## config.mk

```make
export PLATFORM = sky130hd
export DESIGN_NAME = pjr_ctrl
export DESIGN_NICKNAME = d
export VERILOG_FILES = /design/src/hdl/pjr_pkg.sv /design/src/hdl/pjr_ctrl.sv
export SDC_FILE = /design/constraint.sdc
export NUM_CORES = 1
export LEC_CHECK = 0
export ABC_AREA = 1
export BUFFER_PORTS_ARGS = -buffer_cell sky130_fd_sc_hd__buf_2
export CELL_PAD_IN_SITES_DETAIL_PLACEMENT = 1
export CELL_PAD_IN_SITES_GLOBAL_PLACEMENT = 1
export CORE_UTILIZATION = 30
export DETAILED_ROUTE_END_ITERATION = 16
export GPL_ROUTABILITY_DRIVEN = 0
export PLACE_DENSITY_LB_ADDON = 0.1
export REMOVE_ABC_BUFFERS = 1
export SKIP_CTS_REPAIR_TIMING = 1
export SYNTH_ARGS = -nofsm -noshare
export SYNTH_HDL_FRONTEND = slang
export SYNTH_SLANG_ARGS = --single-unit
export TNS_END_PERCENT = 1
```

## constraint.sdc

```tcl
create_clock -name clk_i -period 1.5 [get_ports clk_i]
set_clock_uncertainty 0.2 [all_clocks]
set_input_delay 0.3 -clock clk_i [delete_from_list [all_inputs] [get_ports clk_i]]
set_output_delay 0.3 -clock clk_i [all_outputs]
set_load 0.005 [all_outputs]
```

## src/hdl/pjr_pkg.sv

```systemverilog
// Shared types and constants of the per-source delay, jitter and reorder block.
// Used by pjr_ctrl, pjr_dp and the top level; depends on nothing else.
package pjr_pkg;

  localparam int unsigned MAX_ITEMS_DEF = 64;
  localparam int unsigned NUM_KINDS     = 8;
  localparam int unsigned CFG_IW        = 8;

  // Generator geometry and constants.
  localparam int unsigned MT_N  = 312;
  localparam int unsigned MT_M  = 156;
  localparam int unsigned MT_AW = 9;
  localparam logic [63:0] MT_MATRIX = 64'hB502_6F5A_A966_19E9;
  localparam logic [63:0] MT_UPPER  = 64'hFFFF_FFFF_8000_0000;
  localparam logic [63:0] MT_LOWER  = 64'h0000_0000_7FFF_FFFF;
  localparam logic [63:0] SEED_MULT = 64'd6364136223846793005;

  localparam logic [11:0] JITTER_TICKS = 12'd1024;
  localparam logic [13:0] JITTER_SPAN  = 14'd2049;
  // Three spans keep the folded alternating digit sum non-negative.
  localparam logic [13:0] FOLD_BIAS    = 14'd6147;

  typedef enum logic [4:0] {
    CMD_NOP,
    CMD_LOAD,
    CMD_SEED_FIRST,
    CMD_SEED_MUL0,
    CMD_SEED_MUL1,
    CMD_SEED_MUL2,
    CMD_SEED_WRITE,
    CMD_TW_RDA,
    CMD_TW_RDB,
    CMD_TW_RDC,
    CMD_TW_WRITE,
    CMD_DR_ADDR,
    CMD_DR_TEMPER,
    CMD_DR_MOD,
    CMD_DR_MUL,
    CMD_DR_OFFSET,
    CMD_NOJIT,
    CMD_STORE,
    CMD_SC_START,
    CMD_SC_STEP,
    CMD_EMIT
  } cmd_e;

  typedef struct packed {
    logic start;
    logic last;
    logic jit_nz;
    logic need_twist;
    logic idx_last;
    logic scan_done;
    logic emit_last;
    logic out_free;
  } stat_t;

  function automatic logic [63:0] kind_reset(input logic [2:0] k);
    logic [63:0] v;
    unique case (k)
      3'd1:    v = 64'd4294967296500000000;
      3'd2:    v = 64'd214748364850000000;
      3'd3:    v = 64'd214748364850000000;
      3'd4:    v = 64'd214748364950000000;
      3'd5:    v = 64'd85899345920000000;
      3'd7:    v = 64'd214748364900000000;
      default: v = 64'd0;
    endcase
    return v;
  endfunction

endpackage

```

## src/hdl/pjr_ctrl.sv

```systemverilog
// Sequencer of the reorder block: walks seeding, refill, draw, store and emission.
// Depends on pjr_pkg for the command and status types.
module pjr_ctrl (
  input  logic           clk_i,
  input  logic           rst_ni,
  input  logic           in_valid_i,
  output logic           in_stall_o,
  input  pjr_pkg::stat_t stat_i,
  output pjr_pkg::cmd_e  cmd_o
);

  typedef enum logic [4:0] {
    ST_IDLE, ST_DISP, ST_SEED0, ST_SMUL0, ST_SMUL1, ST_SMUL2, ST_SWR, ST_JCHK,
    ST_TRDA, ST_TRDB, ST_TRDC, ST_TWR, ST_DADDR, ST_DTEMP, ST_DMOD, ST_DMUL,
    ST_DOFF, ST_STORE, ST_SCSTART, ST_SCAN, ST_FETCH, ST_EMIT
  } state_e;

  state_e state_q, state_d;
  logic   stall_q;

  always_comb begin
    state_d = state_q;
    cmd_o   = pjr_pkg::CMD_NOP;
    unique case (state_q)
      ST_IDLE: begin
        if (in_valid_i) begin
          cmd_o   = pjr_pkg::CMD_LOAD;
          state_d = ST_DISP;
        end
      end
      ST_DISP:  state_d = stat_i.start ? ST_SEED0 : ST_JCHK;
      ST_SEED0: begin
        cmd_o   = pjr_pkg::CMD_SEED_FIRST;
        state_d = ST_SMUL0;
      end
      ST_SMUL0: begin
        cmd_o   = pjr_pkg::CMD_SEED_MUL0;
        state_d = ST_SMUL1;
      end
      ST_SMUL1: begin
        cmd_o   = pjr_pkg::CMD_SEED_MUL1;
        state_d = ST_SMUL2;
      end
      ST_SMUL2: begin
        cmd_o   = pjr_pkg::CMD_SEED_MUL2;
        state_d = ST_SWR;
      end
      ST_SWR: begin
        cmd_o   = pjr_pkg::CMD_SEED_WRITE;
        state_d = stat_i.idx_last ? ST_JCHK : ST_SMUL0;
      end
      ST_JCHK: begin
        priority if (!stat_i.jit_nz) begin
          cmd_o   = pjr_pkg::CMD_NOJIT;
          state_d = ST_STORE;
        end else if (stat_i.need_twist) begin
          state_d = ST_TRDA;
        end else begin
          state_d = ST_DADDR;
        end
      end
      ST_TRDA: begin
        cmd_o   = pjr_pkg::CMD_TW_RDA;
        state_d = ST_TRDB;
      end
      ST_TRDB: begin
        cmd_o   = pjr_pkg::CMD_TW_RDB;
        state_d = ST_TRDC;
      end
      ST_TRDC: begin
        cmd_o   = pjr_pkg::CMD_TW_RDC;
        state_d = ST_TWR;
      end
      ST_TWR: begin
        cmd_o   = pjr_pkg::CMD_TW_WRITE;
        state_d = stat_i.idx_last ? ST_DADDR : ST_TRDA;
      end
      ST_DADDR: begin
        cmd_o   = pjr_pkg::CMD_DR_ADDR;
        state_d = ST_DTEMP;
      end
      ST_DTEMP: begin
        cmd_o   = pjr_pkg::CMD_DR_TEMPER;
        state_d = ST_DMOD;
      end
      ST_DMOD: begin
        cmd_o   = pjr_pkg::CMD_DR_MOD;
        state_d = ST_DMUL;
      end
      ST_DMUL: begin
        cmd_o   = pjr_pkg::CMD_DR_MUL;
        state_d = ST_DOFF;
      end
      ST_DOFF: begin
        cmd_o   = pjr_pkg::CMD_DR_OFFSET;
        state_d = ST_STORE;
      end
      ST_STORE: begin
        cmd_o   = pjr_pkg::CMD_STORE;
        state_d = stat_i.last ? ST_SCSTART : ST_IDLE;
      end
      ST_SCSTART: begin
        cmd_o   = pjr_pkg::CMD_SC_START;
        state_d = ST_SCAN;
      end
      ST_SCAN: begin
        cmd_o = pjr_pkg::CMD_SC_STEP;
        if (stat_i.scan_done) begin
          state_d = ST_FETCH;
        end
      end
      ST_FETCH: state_d = ST_EMIT;
      ST_EMIT: begin
        if (stat_i.out_free) begin
          cmd_o   = pjr_pkg::CMD_EMIT;
          state_d = stat_i.emit_last ? ST_IDLE : ST_SCSTART;
        end
      end
      default: state_d = ST_IDLE;
    endcase
  end

  always_ff @(posedge clk_i or negedge rst_ni) begin
    if (!rst_ni) begin
      state_q <= ST_IDLE;
      stall_q <= 1'b0;
    end else begin
      state_q <= state_d;
      stall_q <= (state_d != ST_IDLE);
    end
  end

  assign in_stall_o = stall_q;

endmodule

```

[Word-level counts from Yosys, hierarchy flattened]
Index checks and enable logic that the tools add are counted.
Storage, ports and cells
  bits in registers: 6
  input port bits: 11
  output and inout port bits: 6
  logic and storage cells: 40
Operators by class
  eq/ne operators: 21
  mux-type cells: 15
  reduce and logical (&&, ||, !) cells: 2
Operators with widths (number)
  $pmux W5 S22: 1
  $pmux W5 S20: 1
  $eq A5 B4 Y1 const B: 8
  $mux W5: 8
  $eq A5 B5 Y1 const B: 6
  $eq A5 B3 Y1 const B: 4
  $mux W3: 4
  $eq A5 B2 Y1 const B: 2
  $eq A5 B1 Y1 const B: 1
  $logic_not A5 Y1: 1
  $reduce_bool A5 Y1: 1
  $mux W1: 1

[Logic depth before layout (Yosys ltp)]
  depth after elaboration: 4
  depth in mapped cells: 10
  mapped depth without buffers: 10

[Worst setup path after synthesis]
No wires, ideal clock.
  path kind: reg-to-output
  start: register state_q[0]
  end: output port cmd_o[1]
  arrival time: 1.145 ns
  required time: 1.000 ns
  slack: -0.145 ns
  cell stages (with the launch flop): 6
  buffers on the path: 0
  cell sequence: dfrtp_1 nor2_1 inv_1 o21ai_0 inv_1 o2111ai_1
On the way
  word-level cells in the longest chain between the ends: 2
  elaborated cells between the ends (all ways): 21
  classes of those cells: eq/ne (19); mux (1); reduce/logical (1)
RTL lines
  from (decl): RTL line pjr_ctrl.sv:18  | state_e state_q, state_d;
  from (signal assigned): RTL line pjr_ctrl.sv:128  | state_q <= state_d;
  $eq A5 B5 Y1, or another cell as far along: RTL line pjr_ctrl.sv:24  | unique case (state_q)
  $pmux W5 S20 (*): RTL line pjr_ctrl.sv:24
  to (decl): RTL line pjr_ctrl.sv:9  | output pjr_pkg::cmd_e cmd_o
Mark *: on every way between the ends. The rest lies on a longest branch, timed or not.

[Final worst setup path]
  start: register state_q[1]
  end: output port cmd_o[0]
Same word-level chain as after synthesis.

==> reports/results.txt <==
Worst path slowest cell - dfrtp_2
H-tree depth - 1
RSZ-0062 raised after global routing - yes
Worst IR Drop VDD - 1.08 mV
Critical-path cell list - inv_1 -> nor2_1 -> nand2_1 -> o21ai_1 -> nor2_1 -> nand3_1 -> buf_2
Outcome - complete, but fails checks
Via count - 1026
Row count - 17
CTS Buf Count - 3
GRT Total Usage - 0.240
Die Wd - 50.7 um
Latest clock arrival within the worst-skew pair - 0.24 ns
Int Power - 1.20 mW
Post-route clock period utilization - 1.32
Critical path's top delay family - simple AND/OR/NAND/NOR gates
Violated checks - negative setup slack
WP buf/inv - 2
Worst Hold Class - in2reg
Yosys warnings - 0
Comb power frac - 0.791
Final ANT Viol Nets - 0
Slew Viols, Final - 0
IO Port Bufs - 16
PD cells - 1990 nW/um2
Most frequent CP cell - nor2_1
Via density - 4.96
Drt wl/cell - 14.4 um
CP Max Fanout - 5
Rel. slew slack - 0.834
Synth Cell Area - 712 um2
Switching Share - 0.492
MaxCap Viol Count - 0
Commonest non-fill, non-tap cell in the layout - buf_4
CTS Sinks - 6
GR Overflow Total - 0
Die outline area - 2570 um2
CTS tree - built
FF-to-FF Start - state_q[0]
Register share of total power - 0.147
Area grow syn2layout - 66.3%
Leakage power - 0.630 nW
Number of global-route vias before repair - 1062
Top-Level Pins - 17
Post-Synthesis Cells - 125
Die height - 50.7 um
Drt drc - 0
Fin nets - 192
Worst min-delay path startpoint - stat_i[3]
Pwr Total - 2.36 mW
Final Hold Viols - 0
Syn avg cell area - 5.70 um2
Crit. Startpoint - state_q[1]
Critical Path AT - 1.49 ns
Largest net degree at the start of global routing - 11
Slowest stage delay, CP - 0.43 ns
P_sw - 1.16 mW
Antenna cells - 0
Total Routed Length - 2980 um
Final setup fails - 10
CTS Buffer Depth - 2
Drt initial violations - 9
Initial Utilization - 0.319
Clock share of power - 0.062
Final Util - 0.530
First-pass GRT wire length - 4640 um
Most frequent cells in the layout - buf_4 (33), nand2_1 (25), nor2_1 (22), buf_2 (16), nand3_1 (15)
Setup_tns - -3.70 ns
Setup CP Type - reg2out
F_max - 504 MHz
Worst setup SP type - register
Clk slew on worst S/H paths - 0.04 ns
Clk root buf - clkbuf_4
Initial antenna violation count - 0
Hold_ws - 0.180 ns
Initial DRT Pass Iterations - 4
Fraction of layout cells with a size suffix above 1 - 0.475
Unique cell type count in the Yosys netlist - 21
Worst setup EP type - primary output
WP data required - 1.00 ns
Synth Register Bits - 6
Final setup margin - -0.486 ns
Min Tclk post-route - 1.99 ns
Core Area - 2230 um2
Tightest Pin Transition - 0.248 ns
Post-DP HPWL - 2350 um
Sequential area share after synthesis - 0.211
-- power groups by stage --
stage	Sequential [mW]	Clock, mW	Combinational (mW)
2_1_floorplan	0.299	0	0.742
3_3_place_gp	0.299	0	1.54
3_5_place_dp	0.304	0	1.59
4_1_cts	0.302	0.149	1.60
5_1_grt	0.352	0.156	2.04
6_report	0.346	0.146	1.87
-- worst reg2reg max path, stage by stage (launching register included) --
cell and delay (ns):
dfrtp_1 0.43, inv_2 0.10, nor2_2 0.05, buf_6 0.13
buf_4 0.13, buf_4 0.13, nand4_1 0.11, inv_1 0.05
nor2_1 0.10, nand3_1 0.13, nor2_2 0.14, nand3_1 0.09
-- cells by family after synthesis --
logic type	Yosys count	synth area share
AND/OR/NAND/NOR	87	0.548
AO/OA/AOI/OAI	14	0.116
buffers and inverters	18	0.125
flip-flops	6	0.211
-- state kept, by name, indices dropped and copies added (netlist names) --
| signal | cells |
|---|---|
| in_stall_o | 1 |
| state_q | 5 |
-- cell type report --
| class | count | area, um2 |
|---|---|---|
| fill | 314 | 1050 |
| multi-input combinational | 101 | 536 |
| timing repair buffer | 54 | 377 |
| sequential | 6 | 155 |
| inverter | 15 | 58.8 |
| tap | 28 | 35.0 |
| clock buffer | 3 | 22.5 |
-- per-layer routing --
| metal | vias up | track usage | wire length, um |
|---|---|---|---|
| li1 | 523 | - | - |
| met2 | 14 | 0.438 | 1580 |
| met3 | 4 | 0.0182 | 42 |
| met1 | 485 | 0.300 | 1330 |
| met4 | 0 | 0.0602 | 34 |
| met5 | - | 0 | 0 |
-- path summary, 6_finish.rpt --
path | slack (ns) | cells past startpoint | to
max in group asynchronous | 0.73 | 2 | state_q[1]
min reg2reg | 0.54 | 3 | state_q[3]
min in group asynchronous | 0.22 | 2 | in_stall_o
max | -0.49 | 7 | cmd_o[0]
max reg2reg | -0.41 | 11 | in_stall_o
min | 0.18 | 3 | state_q[2]
-- metrics by stage --
step | instance area (um2) | setup slack, ns | std cells
floorplan | 679 | -0.339 | 122
global placement | 1020 | -0.260 | 196
detailed placement | 1020 | -0.289 | 196
CTS | 1040 | -0.552 | 199
global route | 1180 | -0.601 | 207
finish | 1180 | -0.486 | 207
-- synth_stat cells --
master,count,share of area
inv_1,14,0.074
nor2_4,1,0.016
clkbuf_8,1,0.019
buf_6,1,0.016
nand3_2,1,0.014
nor2_1,29,0.15
nand3_1,18,0.13
o211ai_1,1,0.011
nor2_2,2,0.018
a21oi_1,3,0.021
nand2_1,28,0.15
nand3b_1,2,0.021
o22ai_1,1,0.0088
nand4_1,6,0.053
o21a_1,2,0.021
o2111ai_1,1,0.012
buf_4,1,0.011
inv_2,1,0.0053
dfrtp_1,6,0.21
o21ai_1,1,0.0070
o21ai_0,5,0.035
(Power assumes the default switching activity.)
